## src/rtl/assert_macros.svh

```systemverilog
// Assertion macros for the heap allocator RTL.
// Included by modules that carry concurrent checks; no other dependencies.
`ifndef ASSERT_MACROS_SVH
`define ASSERT_MACROS_SVH

// Clocked check, disabled while reset is asserted (active-low reset).
`define NFZHA_ASSERT(label, clk, rst_n, prop, msg) \
  label: assert property (@(posedge clk) disable iff (!rst_n) prop) else $error(msg);

// Clocked check that also holds during reset.
`define NFZHA_ASSERT_ALWAYS(label, clk, prop, msg) \
  label: assert property (@(posedge clk) prop) else $error(msg);

`endif

```

## src/rtl/nfzha_pkg.sv

```systemverilog
// Package for the next-fit zone heap allocator: sizes, codes, types, helpers.
// No dependencies.
`timescale 1ns / 1ps

package nfzha_pkg;

  localparam int MAIN_UNITS   = 4096;
  localparam int SMALL_UNITS  = 1024;
  localparam int UNIT_BYTES   = 8;
  localparam int UNIT_SHIFT   = 3;
  localparam int HEADER_BYTES = 32;
  localparam int ALL_UNITS    = MAIN_UNITS + SMALL_UNITS;
  localparam int DEPTH        = ALL_UNITS + 2;
  localparam int MAIN_SENT    = ALL_UNITS;
  localparam int SMALL_SENT   = ALL_UNITS + 1;
  localparam int IDX_W        = 13;
  localparam int SIZE_W       = 13;
  localparam int HDR_MIN      = ((HEADER_BYTES + UNIT_BYTES - 1) / UNIT_BYTES) * UNIT_BYTES;

  typedef logic [IDX_W-1:0]  idx_t;
  typedef logic [SIZE_W-1:0] size_t;

  localparam logic [2:0] TAG_UNOWNED = 3'd0;
  localparam logic [2:0] TAG_GEN     = 3'd1;
  localparam logic [2:0] TAG_MINOR   = 3'd2;
  localparam logic [2:0] TAG_PINNED  = 3'd3;

  localparam logic [1:0] OP_ALLOC     = 2'd0;
  localparam logic [1:0] OP_FREE      = 2'd1;
  localparam logic [1:0] OP_FREE_TAGS = 2'd2;

  localparam logic [2:0] STS_OK         = 3'd0;
  localparam logic [2:0] STS_NO_MEM     = 3'd1;
  localparam logic [2:0] STS_NULL       = 3'd2;
  localparam logic [2:0] STS_NOT_BLOCK  = 3'd3;
  localparam logic [2:0] STS_DOUBLE     = 3'd4;
  localparam logic [2:0] STS_FREE_TAG   = 3'd5;
  localparam logic [2:0] STS_STATIC_TAG = 3'd6;

  typedef struct packed {
    logic [1:0]  opcode;
    logic [15:0] request_bytes;
    logic [2:0]  block_tag;
    logic [15:0] payload_address;
  } in_item_t;

  typedef struct packed {
    logic [2:0]  status;
    logic [15:0] result_address;
    logic [12:0] freed_count;
    logic [15:0] main_available_bytes;
  } out_item_t;

  // One block-table entry.
  typedef struct packed {
    logic       hdr;
    logic [2:0] tag;
    size_t      size;
    idx_t       prev;
    idx_t       next;
  } ent_t;

  typedef struct packed {
    logic [SIZE_W:0] a;
    logic [SIZE_W:0] b;
    logic            sub;
  } alu_req_t;

  typedef struct packed {
    logic [SIZE_W:0] res;
    logic            ge;
  } alu_rsp_t;

  typedef enum logic [4:0] {
    S_CLR, S_IDLE, S_DEC,
    S_A_START, S_A_LOOP, S_A_E, S_A_B, S_A_SPL, S_A_WF, S_A_WNX, S_A_WB,
    S_F_B,
    S_FT_SD, S_FT_L, S_FT_E, S_FT_NX,
    S_RL_0, S_RL_P, S_RL_N, S_RL_NN, S_RL_WC,
    S_DONE
  } state_t;

  function automatic idx_t fix_idx(input idx_t i);
    return (i < idx_t'(DEPTH)) ? i : '0;
  endfunction

  // Table contents after reset.
  function automatic ent_t clr_entry(input idx_t i);
    ent_t e;
    e = '0;
    if (i == idx_t'(0)) begin
      e.hdr = 1'b1; e.tag = TAG_UNOWNED; e.size = size_t'(MAIN_UNITS);
      e.prev = idx_t'(MAIN_SENT); e.next = idx_t'(MAIN_SENT);
    end else if (i == idx_t'(MAIN_UNITS)) begin
      e.hdr = 1'b1; e.tag = TAG_UNOWNED; e.size = size_t'(SMALL_UNITS);
      e.prev = idx_t'(SMALL_SENT); e.next = idx_t'(SMALL_SENT);
    end else if (i == idx_t'(MAIN_SENT)) begin
      e.tag = TAG_GEN; e.prev = idx_t'(0); e.next = idx_t'(0);
    end else if (i == idx_t'(SMALL_SENT)) begin
      e.tag = TAG_GEN; e.prev = idx_t'(MAIN_UNITS); e.next = idx_t'(MAIN_UNITS);
    end
    return e;
  endfunction

endpackage

```

## src/rtl/nfzha_alu.sv

```systemverilog
// Shared add/subtract and compare unit used by the sequencer.
// Depends on nfzha_pkg.
`timescale 1ns / 1ps

module nfzha_alu (
  input  nfzha_pkg::alu_req_t req,
  output nfzha_pkg::alu_rsp_t rsp
);
  import nfzha_pkg::*;

  logic [SIZE_W+1:0] wide;

  always_comb begin
    if (req.sub) begin
      wide = {1'b0, req.a} - {1'b0, req.b};
    end else begin
      wide = {1'b0, req.a} + {1'b0, req.b};
    end
    rsp.res = wide[SIZE_W:0];
    rsp.ge  = req.sub & ~wide[SIZE_W+1];
  end

endmodule

```

## config.mk

```make
export PLATFORM = sky130hd
export DESIGN_NAME = nfzha_alu
export DESIGN_NICKNAME = d
export VERILOG_FILES = /design/src/rtl/assert_macros.svh /design/src/rtl/nfzha_pkg.sv /design/src/rtl/nfzha_alu.sv
export SDC_FILE = /design/constraint.sdc
export NUM_CORES = 1
export LEC_CHECK = 0
export BUFFER_PORTS_ARGS = -buffer_cell sky130_fd_sc_hd__buf_4
export CAP_MARGIN = 20
export CORE_MARGIN = 4
export CORE_UTILIZATION = 30
export DETAILED_ROUTE_END_ITERATION = 7
export PLACE_DENSITY = 0.56
export SYNTH_ARGS = -nofsm -noshare
export SYNTH_HDL_FRONTEND = slang
export SYNTH_SLANG_ARGS = --single-unit
```

## constraint.sdc

```tcl
create_clock -name vclk -period 5.7
set_clock_uncertainty 0.05 [all_clocks]
set_input_delay 1.14 -clock vclk [all_inputs]
set_output_delay 1.14 -clock vclk [all_outputs]
set_load 0.03 [all_outputs]
```

==> reports/metrics.yaml, run 1 <==
outcome: "finished, final reports clean"
cap_violations: 0
gp_congestion: 0.879
synth_top_family_by_area: "compound AO/OA/AOI/OAI gates"
hpwl_mm: 2.33
setup_viol: 0
grt_pass1_vias: 1072
synth_compound_area_share_pct: 26.6
vias: 1116
layout_commonest_cell: "buf_4"
tightest_slew_ns: 0.437
port_buffers: 44
drc_errors: 0
drt-pass1-iter-count: 4
finalNetCount: 229
grt_overflow: 0
drtAntennaViolNets: 0
synth-simple-area-share_pct: 25.0
peakVddDrop_v: 0.0000853
critPathRequiredTime_ns: 4.51
fin_area_sq_mm: 0.00133
netlist_instances: 140
slowest_stage: "or4_1"
vias_per_cell: 4.94
period_minus_slack_ns: 4.79
crit_path_cell_trace: "buf_4 > inv_1 > ha_1 > mux2_2 > fa_1 > and2b_1 > o2111ai_1 > nor4bb_1 > or4_1 > nand3_1 > buf_4"
routed_wl_mm: 2.59
initial_utilization_pct: 31.3
drive_gt1_share_pct: 25.3
drt_first_iter_violations: 37
post_cts_buffers: 0
grt_max_degree: 16
dieArea_sq_mm: 0.00412
pre_cts_ws_ns: 0.907
fp.dieH_um: 64.2
avgSynthCellArea_sq_um: 6.77
yosys.area_share.adder_pct: 21.9
slew_headroom_pct: 70.5
cp_num_buf_inv: 3
cts_resized: 0
final_cell_mix: "buf_4 (44), xnor2_1 (20), a21oi_1 (17), nor2_1 (17), ha_1 (15)"
min_from: "req[1]"
grt_pass1_wl_mm: 4.49
layout_setup_ws_ns: 0.905
report.final.slew_viol_count: 0
core-area_sq_mm: 0.00303
dpl-instance-area_sq_mm: 0.00133
cp-end-kind: "primary output"
hold_path_class: "in -> out"
path_max_fanout: 3
grt_usage_pct: 12.6
fin_tns_setup_ns: 0
grt_setup_unrepaired: "false"
power_w: 0.000268
synth-xor-area-share_pct: 19.4
synth_area_sq_um: 947
die_w_um: 64.2
ios: 44
fin_crit_sh_pct: 84.1
crit_family: "simple AND/OR/NAND/NOR gates"
diodes: 0
fin_util_pct: 43.8
crit_type: "in -> out"
antenna_found_initial: 0
hold_buffers: 0
yosys_warnings: 0
synth_cell_types: 36
synth_nets: 185
num-clock-buffers: 0
yosysSeqAreaShare_pct: 0
max_stage_delay_ns: 0.50
p_leak_nw: 0.648
n_fill_cell: 319
synthMuxAreaShare_pct: 1.19
nFlopsAndLatches: 0
hold_depth: 4
rows: 20
max_freq_mhz: 209
wire_per_inst_um: 11.5
crit_path_frequent_cell: "buf_4"
p_per_area_mw_per_mm2: 202
critPathArrivalTime_ns: 3.60
hold_violations: 0
holdPathEnd: "rsp[1]"
seqCellArea_sq_um: 0
critPathLaunchType: "input port"
syn_to_final_growth_pct: 39.9
==> layout make-up <==
cell class	instances	area, sq um	area share (%)
inverters	13	48.8	3.68
multi-input cells	125	891	67.2
well taps	44	55.1	4.15
repair buffers	44	330	24.9
==> tightest hold or removal path: cells and delay by family <==
| kind | cells | cell delay, ns |
|---|---|---|
| fa+ha+maj | 1 | 0.12 |
| buf+inv | 3 | 0.27 |
==> how the worst max path moves through the flow <==
stage          startpoint      end  slack [ns]  cells past startpoint
2_1_floorplan      req[1]   rsp[0]        0.86                      9
3_3_place_gp       req[4]  rsp[11]        0.87                     12
3_5_place_dp       req[1]  rsp[13]        0.91                     11
4_1_cts            req[1]  rsp[13]        0.90                     11
5_1_grt            req[6]  rsp[14]        0.68                     12
6_report           req[1]  rsp[13]        0.91                     11
==> cell families after synthesis <==
| logic type | after synthesis |
|---|---|
| and+or+nand+nor | 47 |
| buffers and inverters | 15 |
| AOI/OAI and AO/OA | 40 |
| adders and majority gates | 16 |
| xor gates and xnor gates | 21 |
| muxes | 1 |
==> cells in the mapped netlist (all sizes together) (2+ instances only) <==
| cell type | n | area (sq um) |
|---|---|---|
| xnor2 | 20 | 175 |
| a21oi | 17 | 85.1 |
| nor2 | 17 | 63.8 |
| ha | 15 | 188 |
| inv | 13 | 48.8 |
| nand2 | 7 | 26.3 |
| nor3 | 5 | 25.0 |
| a21o | 4 | 30.0 |
| a31oi | 4 | 25.0 |
| and3 | 4 | 25.0 |
| nand3 | 3 | 15.0 |
| a211oi | 2 | 15.0 |
| clkbuf | 2 | 7.51 |
| nor4 | 2 | 18.8 |
| o2111ai | 2 | 17.5 |
| o21a | 2 | 15.0 |
| o21ai | 2 | 10.0 |
| o311ai | 2 | 17.5 |
| o31ai | 2 | 15.0 |
| or2 | 2 | 12.5 |
==> where the power goes <==
group	switching [W]	internal (W)
combinational	0.000156	0.000112
sequential	0	0
clock	0	0
total	0.000156	0.000112
==> through the flow <==
stage          cells  hold WS, ns
5_1_grt          226         2.66
3_3_place_gp     226         2.63
4_1_cts          226         2.64
3_5_place_dp     226         2.63
6_report         226         2.63
2_1_floorplan    140         2.45
==> per-layer routing <==
metal	track usage, %	routed length [um]	up-vias
met4	0	0	0
met2	22.7	1260	31
met1	16.9	1150	492
met5	0	0	-
li1	-	-	593
met3	1.41	171	0
No activity file was read; power rests on OpenSTA's default activity.
==> run 2: changes to the inputs <==
--- a/config.mk
+++ b/config.mk
@@ -10,7 +10,7 @@
 export CORE_MARGIN = 4
 export CORE_UTILIZATION = 30
 export DETAILED_ROUTE_END_ITERATION = 7
-export PLACE_DENSITY = 0.56
+export PLACE_DENSITY = 0.58
 export SYNTH_ARGS = -nofsm -noshare
 export SYNTH_HDL_FRONTEND = slang
 export SYNTH_SLANG_ARGS = --single-unit
==> constraint.sdc (replaced) <==
create_clock -name vclk -period 3.9
set_clock_uncertainty 0.05 [all_clocks]
set_input_delay 0.78 -clock vclk [all_inputs]
set_output_delay 0.78 -clock vclk [all_outputs]
set_load 0.03 [all_outputs]
==> run 2 against run 1 <==
Compared with the run above:
- global-route usage is 1.6 points higher
- core utilization is 18 points higher
- combinational power is 88% higher
- sequential share of layout area stayed put
- cell count is 15% higher
- die area stayed put
- via count is 15% higher
- total power is 89% higher
- routed wire length is 25% higher
- non-clock buffer count is 34 higher
- cell area is 41% higher
- sequential cell count stayed put
- critical path type unchanged
- largest power group unchanged
==> reports/metrics.yaml, run 2 (synthesis results as in run 1) <==
vias_per_cell: 4.92  # -0.46%
antenna_found_initial: 0  # unchanged
grt_pass1_wl_mm: 4.97  # +11%
path_max_fanout: 3  # unchanged
fp.dieH_um: 64.2  # unchanged
max_freq_mhz: 260
num-clock-buffers: 0  # unchanged
die_w_um: 64.2  # unchanged
cap_violations: 0  # unchanged
n_fill_cell: 275  # -14%
drtAntennaViolNets: 0  # unchanged
holdPathEnd: "rsp[1]"
min_from: "req[15]"
hpwl_mm: 2.66  # +14%
slew_headroom_pct: 79.5  # +9.0 points
critPathLaunchType: "input port"
layout_commonest_cell: "buf_4"
nFlopsAndLatches: 0  # unchanged
critPathRequiredTime_ns: 3.07  # -1.44 ns
critPathArrivalTime_ns: 3.02  # -0.58 ns
p_leak_nw: 0.870  # +34%
hold_depth: 5  # +1
grt_pass1_vias: 1217  # +14%
vias: 1278  # +15%
drive_gt1_share_pct: 56.0  # +31 points
port_buffers: 44  # unchanged
dieArea_sq_mm: 0.00412  # unchanged
finalNetCount: 263  # +15%
diodes: 0  # unchanged
ios: 44  # unchanged
seqCellArea_sq_um: 0  # unchanged
tightest_slew_ns: 0.303  # -0.134 ns
max_stage_delay_ns: 0.36  # -0.14 ns
gp_congestion: 0.828  # -5.8%
crit_type: "in -> out"
core-area_sq_mm: 0.00303  # unchanged
grt_overflow: 0  # unchanged
drt-pass1-iter-count: 4  # unchanged
drc_errors: 0  # unchanged
outcome: "finished, final reports clean"
period_minus_slack_ns: 3.85
drt_first_iter_violations: 22  # -41%
final_cell_mix: "buf_4 (66), xnor2_1 (19), nor2_1 (14)"
p_per_area_mw_per_mm2: 270  # +34%
wire_per_inst_um: 12.4  # +8.7%
syn_to_final_growth_pct: 97.5
rows: 20  # unchanged
crit_path_cell_trace: "buf_8 > inv_6 > ha_4 > mux2_4 > fa_2 > and2b_1 > o2111ai_2 > nor4bb_4 > or2_1 > o31ai_2 > buf_4"
routed_wl_mm: 3.24  # +25%
report.final.slew_viol_count: 0  # unchanged
hold_path_class: "in -> out"
fin_crit_sh_pct: 98.8
cp-end-kind: "primary output"
fin_tns_setup_ns: 0  # unchanged
initial_utilization_pct: 31.3  # unchanged
grt_max_degree: 12  # -4
setup_viol: 0  # unchanged
hold_violations: 0  # unchanged
power_w: 0.000505  # +89%
slowest_stage: "fa_2"
grt_setup_unrepaired: "true"
peakVddDrop_v: 0.000193  # +130%
grt_usage_pct: 14.1  # +1.6 points
==> run 2: cell count changes in the layout (fill, tap and decap cells not counted), sizes merged <==
cell	change
buf	+34
==> run 2: layer usage <==
layer  vias up  wire (um)  GRT usage, %
met3         2        139          1.05
met2        34       1760          26.6
met4         0         28          1.85
met5         -          0             0
li1        665          -             -
met1       577       1310          17.7
==> run 2: metrics by stage <==
| stage | hold slack, ns | utilization [%] | cell area [sq um] | std cells | worst slack [ns] |
|---|---|---|---|---|---|
| 6_report | 1.96 | 61.8 | 1870 | 260 | 0.0477 |
| 5_1_grt | 1.99 | 61.8 | 1870 | 260 | -0.0584 |
| 4_1_cts | 1.96 | 53.9 | 1630 | 255 | 0.000707 |
| 3_5_place_dp | 1.96 | 51.4 | 1560 | 255 | -0.139 |
| 3_3_place_gp | 1.95 | 51.4 | 1560 | 255 | -0.120 |
| 2_1_floorplan | 1.71 | - | 960 | 140 | 0.0218 |
==> run 2: power by group <==
part | total [W] | internal (W) | leakage [nW] | switching, W
sequential | 0 | 0 | 0 | 0
combinational | 0.000505 | 0.000236 | 0.870 | 0.000270
clock | 0 | 0 | 0 | 0
total | 0.000505 | 0.000236 | 0.870 | 0.000270
==> run 2: worst max-delay path: cells and delay by family <==
| family | cells | cell delay [ns] |
|---|---|---|
| adders and majority gates | 2 | 0.55 |
| buffers and inverters | 3 | 0.34 |
| and+or+nand+nor | 3 | 0.71 |
| AOI/OAI and AO/OA | 2 | 0.35 |
| muxes | 1 | 0.28 |
==> run 2: how the worst max path moves through the flow <==
stage / start / endpoint / slack, ns / cells after the start
finish: req[1] / rsp[0] / 0.05 / 11
global route: req[2] / rsp[0] / -0.06 / 11
CTS: req[1] / rsp[13] / 0.0007 / 11
detailed placement: req[8] / rsp[14] / -0.14 / 12
global placement: req[8] / rsp[14] / -0.12 / 12
floorplan: req[1] / rsp[0] / 0.02 / 9
==> run 2: area by class of cell <==
class / instances / area [sq um] / share of cell area, %
inverters: 13 / 58.8 / 3.14
multi-input cells: 125 / 1120 / 59.8
repair buffers: 78 / 638 / 34.1
well taps: 44 / 55.1 / 2.94
==> run 2: repair_timing <==
item | CTS | global route
resized for setup | 16 | 51
setup buffers | 0 | 5
setup endpoints to repair | 4 | 6
pin swaps | 10 | 33
hold buffers | 0 | 0
gates cloned | 0 | 0
==> run 3: changes to the inputs <==
--- a/config.mk
+++ b/config.mk
@@ -8,9 +8,9 @@
 export BUFFER_PORTS_ARGS = -buffer_cell sky130_fd_sc_hd__buf_4
 export CAP_MARGIN = 20
 export CORE_MARGIN = 4
-export CORE_UTILIZATION = 30
+export CORE_UTILIZATION = 45
 export DETAILED_ROUTE_END_ITERATION = 7
-export PLACE_DENSITY = 0.58
+export PLACE_DENSITY = 0.81
 export SYNTH_ARGS = -nofsm -noshare
 export SYNTH_HDL_FRONTEND = slang
 export SYNTH_SLANG_ARGS = --single-unit
==> run 3 against run 2 <==
Compared with the run above:
- the run now ends with setup timing left
- hold slack lost 0.00095 ns
- core utilization grew 31 points
- die area shrank 30%
- non-clock buffer count grew 1
- combinational power grew 6.7%
- highest routed layer unchanged
- critical endpoint is now rsp[12]
- fmax shrank 6.6%
==> reports/metrics.yaml, run 3 (synthesis results as in run 1) <==
port_buffers: 44  # unchanged
critPathRequiredTime_ns: 3.07  # about the same
grt_pass1_vias: 1336  # +9.8%
holdPathEnd: "rsp[1]"
grt_setup_unrepaired: "true"
peakVddDrop_v: 0.000286  # +49%
routed_wl_mm: 5.28  # +63%
wire_per_inst_um: 21.6  # +74%
pwr-share-comb_pct: 100.0  # about the same
num-clock-buffers: 0  # unchanged
hold_buffers: 0  # unchanged
min_from: "req[15]"
gp_congestion: 0.813  # -1.9%
p_per_area_mw_per_mm2: 294  # +9.0%
core-area_sq_mm: 0.00198  # -35%
grt_pass1_wl_mm: 5.38  # +8.2%
grt_usage_pct: 24.1  # +10 points
initial_utilization_pct: 47.8  # +17 points
final_cell_mix: "buf_4 (68), xnor2_1 (18), nor2_1 (16)"
dieArea_sq_mm: 0.00290  # -30%
grt_max_degree: 13  # +1
drtAntennaViolNets: 0  # unchanged
pwr-share-seq_pct: 0  # unchanged
max_stage_delay_ns: 0.47  # +0.11 ns
tightest_slew_ns: 0.358  # +0.0551 ns
seqCellArea_sq_um: 0  # unchanged
grt_overflow: 0  # unchanged
max_freq_mhz: 242  # -6.6%
rows: 16  # -20%
diodes: 0  # unchanged
fin_tns_setup_ns: -1.08  # -1.08 ns
drt-pass1-iter-count: 6  # +2
die_w_um: 53.9  # -16%
vias: 1580  # +24%
netSwitchingPower_w: 0.000305  # +13%
layout_commonest_cell: "buf_4"
pre_cts_ws_ns: -0.133  # +0.00632 ns
vias_per_cell: 6.48  # +32%
startpoint: "req[3]"
cp-end-kind: "primary output"
stdcell_count: 244  # -6.2%
swShare_pct: 56.6  # +3.2 points
critPathArrivalTime_ns: 3.30  # +0.28 ns
syn_to_final_growth_pct: 93.3
period_minus_slack_ns: 4.13  # +0.273 ns
ios: 44  # unchanged
internal_power_w: 0.000234  # -0.63%
drc_errors: 0  # unchanged
p_clk_share_pct: 0  # unchanged
outcome: "finished, violations left"
fin_crit_sh_pct: 106  # +7.0 points
nFlopsAndLatches: 0  # unchanged
crit_type: "in -> out"
setup_viol: 8  # +8
finalNetCount: 264  # +0.38%
slowest_stage: "ha_1"
drt_first_iter_violations: 105  # +380%
crit_path_cell_trace: "buf_4 > buf_4 > nor3_1 > nor2_1 > xnor2_1 > ha_1 > o2111ai_2 > a21oi_1 > o22ai_1 > xnor2_1 > buf_4"
slew_headroom_pct: 75.9  # -3.5 points
hold_depth: 5  # unchanged
antenna_found_initial: 0  # unchanged
drive_gt1_share_pct: 53.5  # -2.6 points
layout_setup_ws_ns: -0.226  # -0.273 ns
hold_violations: 0  # unchanged
dp.cells: 234  # -8.2%
critPathLaunchType: "input port"
p_leak_nw: 0.889  # +2.2%
report.final.slew_viol_count: 0  # unchanged
cap_violations: 0  # unchanged
crit_path_frequent_cell: "buf_4"
violations: "setup timing"
path_max_fanout: 5  # +2
hold_path_class: "in -> out"
hpwl_mm: 2.56  # -3.7%
fp.dieH_um: 53.9  # -16%
run 3: cell count changes in the layout (fill, tap and decap cells not counted), sizes merged:
cell  previous run  this run
buf             78        79
run 3: per-layer routing:
layer	track usage [%]	part of all wire, %	vias to the layer above
met2	49.2	49	148
met4	4.26	8.5	0
met3	0.277	9.1	58
met5	0	0	-
li1	-	-	665
met1	27.3	34	709
run 3: stage by stage:
step | utilization (%) | hold WS, ns | cell area [sq um] | power, W
global route | 92.4 | 1.99 | 1830 | 0.000562
detailed placement | 75.9 | 1.96 | 1500 | 0.000429
finish | 92.4 | 1.95 | 1830 | 0.000539
floorplan | - | 1.71 | 960 | 0.000268
global placement | 75.9 | 1.95 | 1500 | 0.000418
CTS | 81.3 | 1.96 | 1610 | 0.000453
run 3: worst max path at each step:
stage	slack (ns)	to	cells past startpoint
finish	-0.23	rsp[12]	11
global route	-0.33	rsp[14]	14
CTS	0.0005	rsp[13]	11
detailed placement	-0.13	rsp[11]	12
global placement	-0.08	rsp[13]	11
floorplan	0.02	rsp[0]	9
run 3: timing repair:
item,4_1_cts,5_1_grt
pin swaps,11,16
endpoints found under the setup margin,4,6
gates resized for setup,17,43
setup buffers,6,4
run 3: layout make-up:
type,instances,area (sq um)
fillers,69,151
inverters,13,56.3
multi-input cells,125,1100
well taps,27,33.8
repair buffers,79,642
run 3: power groups by stage:
| stage | Clock (W) | Combinational [W] | Sequential, W |
|---|---|---|---|
| final | 0 | 0.000539 | 0 |
| after global routing | 0 | 0.000562 | 0 |
| after CTS | 0 | 0.000453 | 0 |
| after detailed placement | 0 | 0.000429 | 0 |
| after global placement | 0 | 0.000418 | 0 |
| after floorplan | 0 | 0.000268 | 0 |
run 3: critical path: cells and delay by family:
kind                     cells  cell delay, ns
AO/OA/AOI/OAI                3            0.81
adder cells (fa/ha/maj)      1            0.47
AND/OR/NAND/NOR              2            0.46
buffers and inverters        3            0.44
XOR/XNOR                     2            0.33
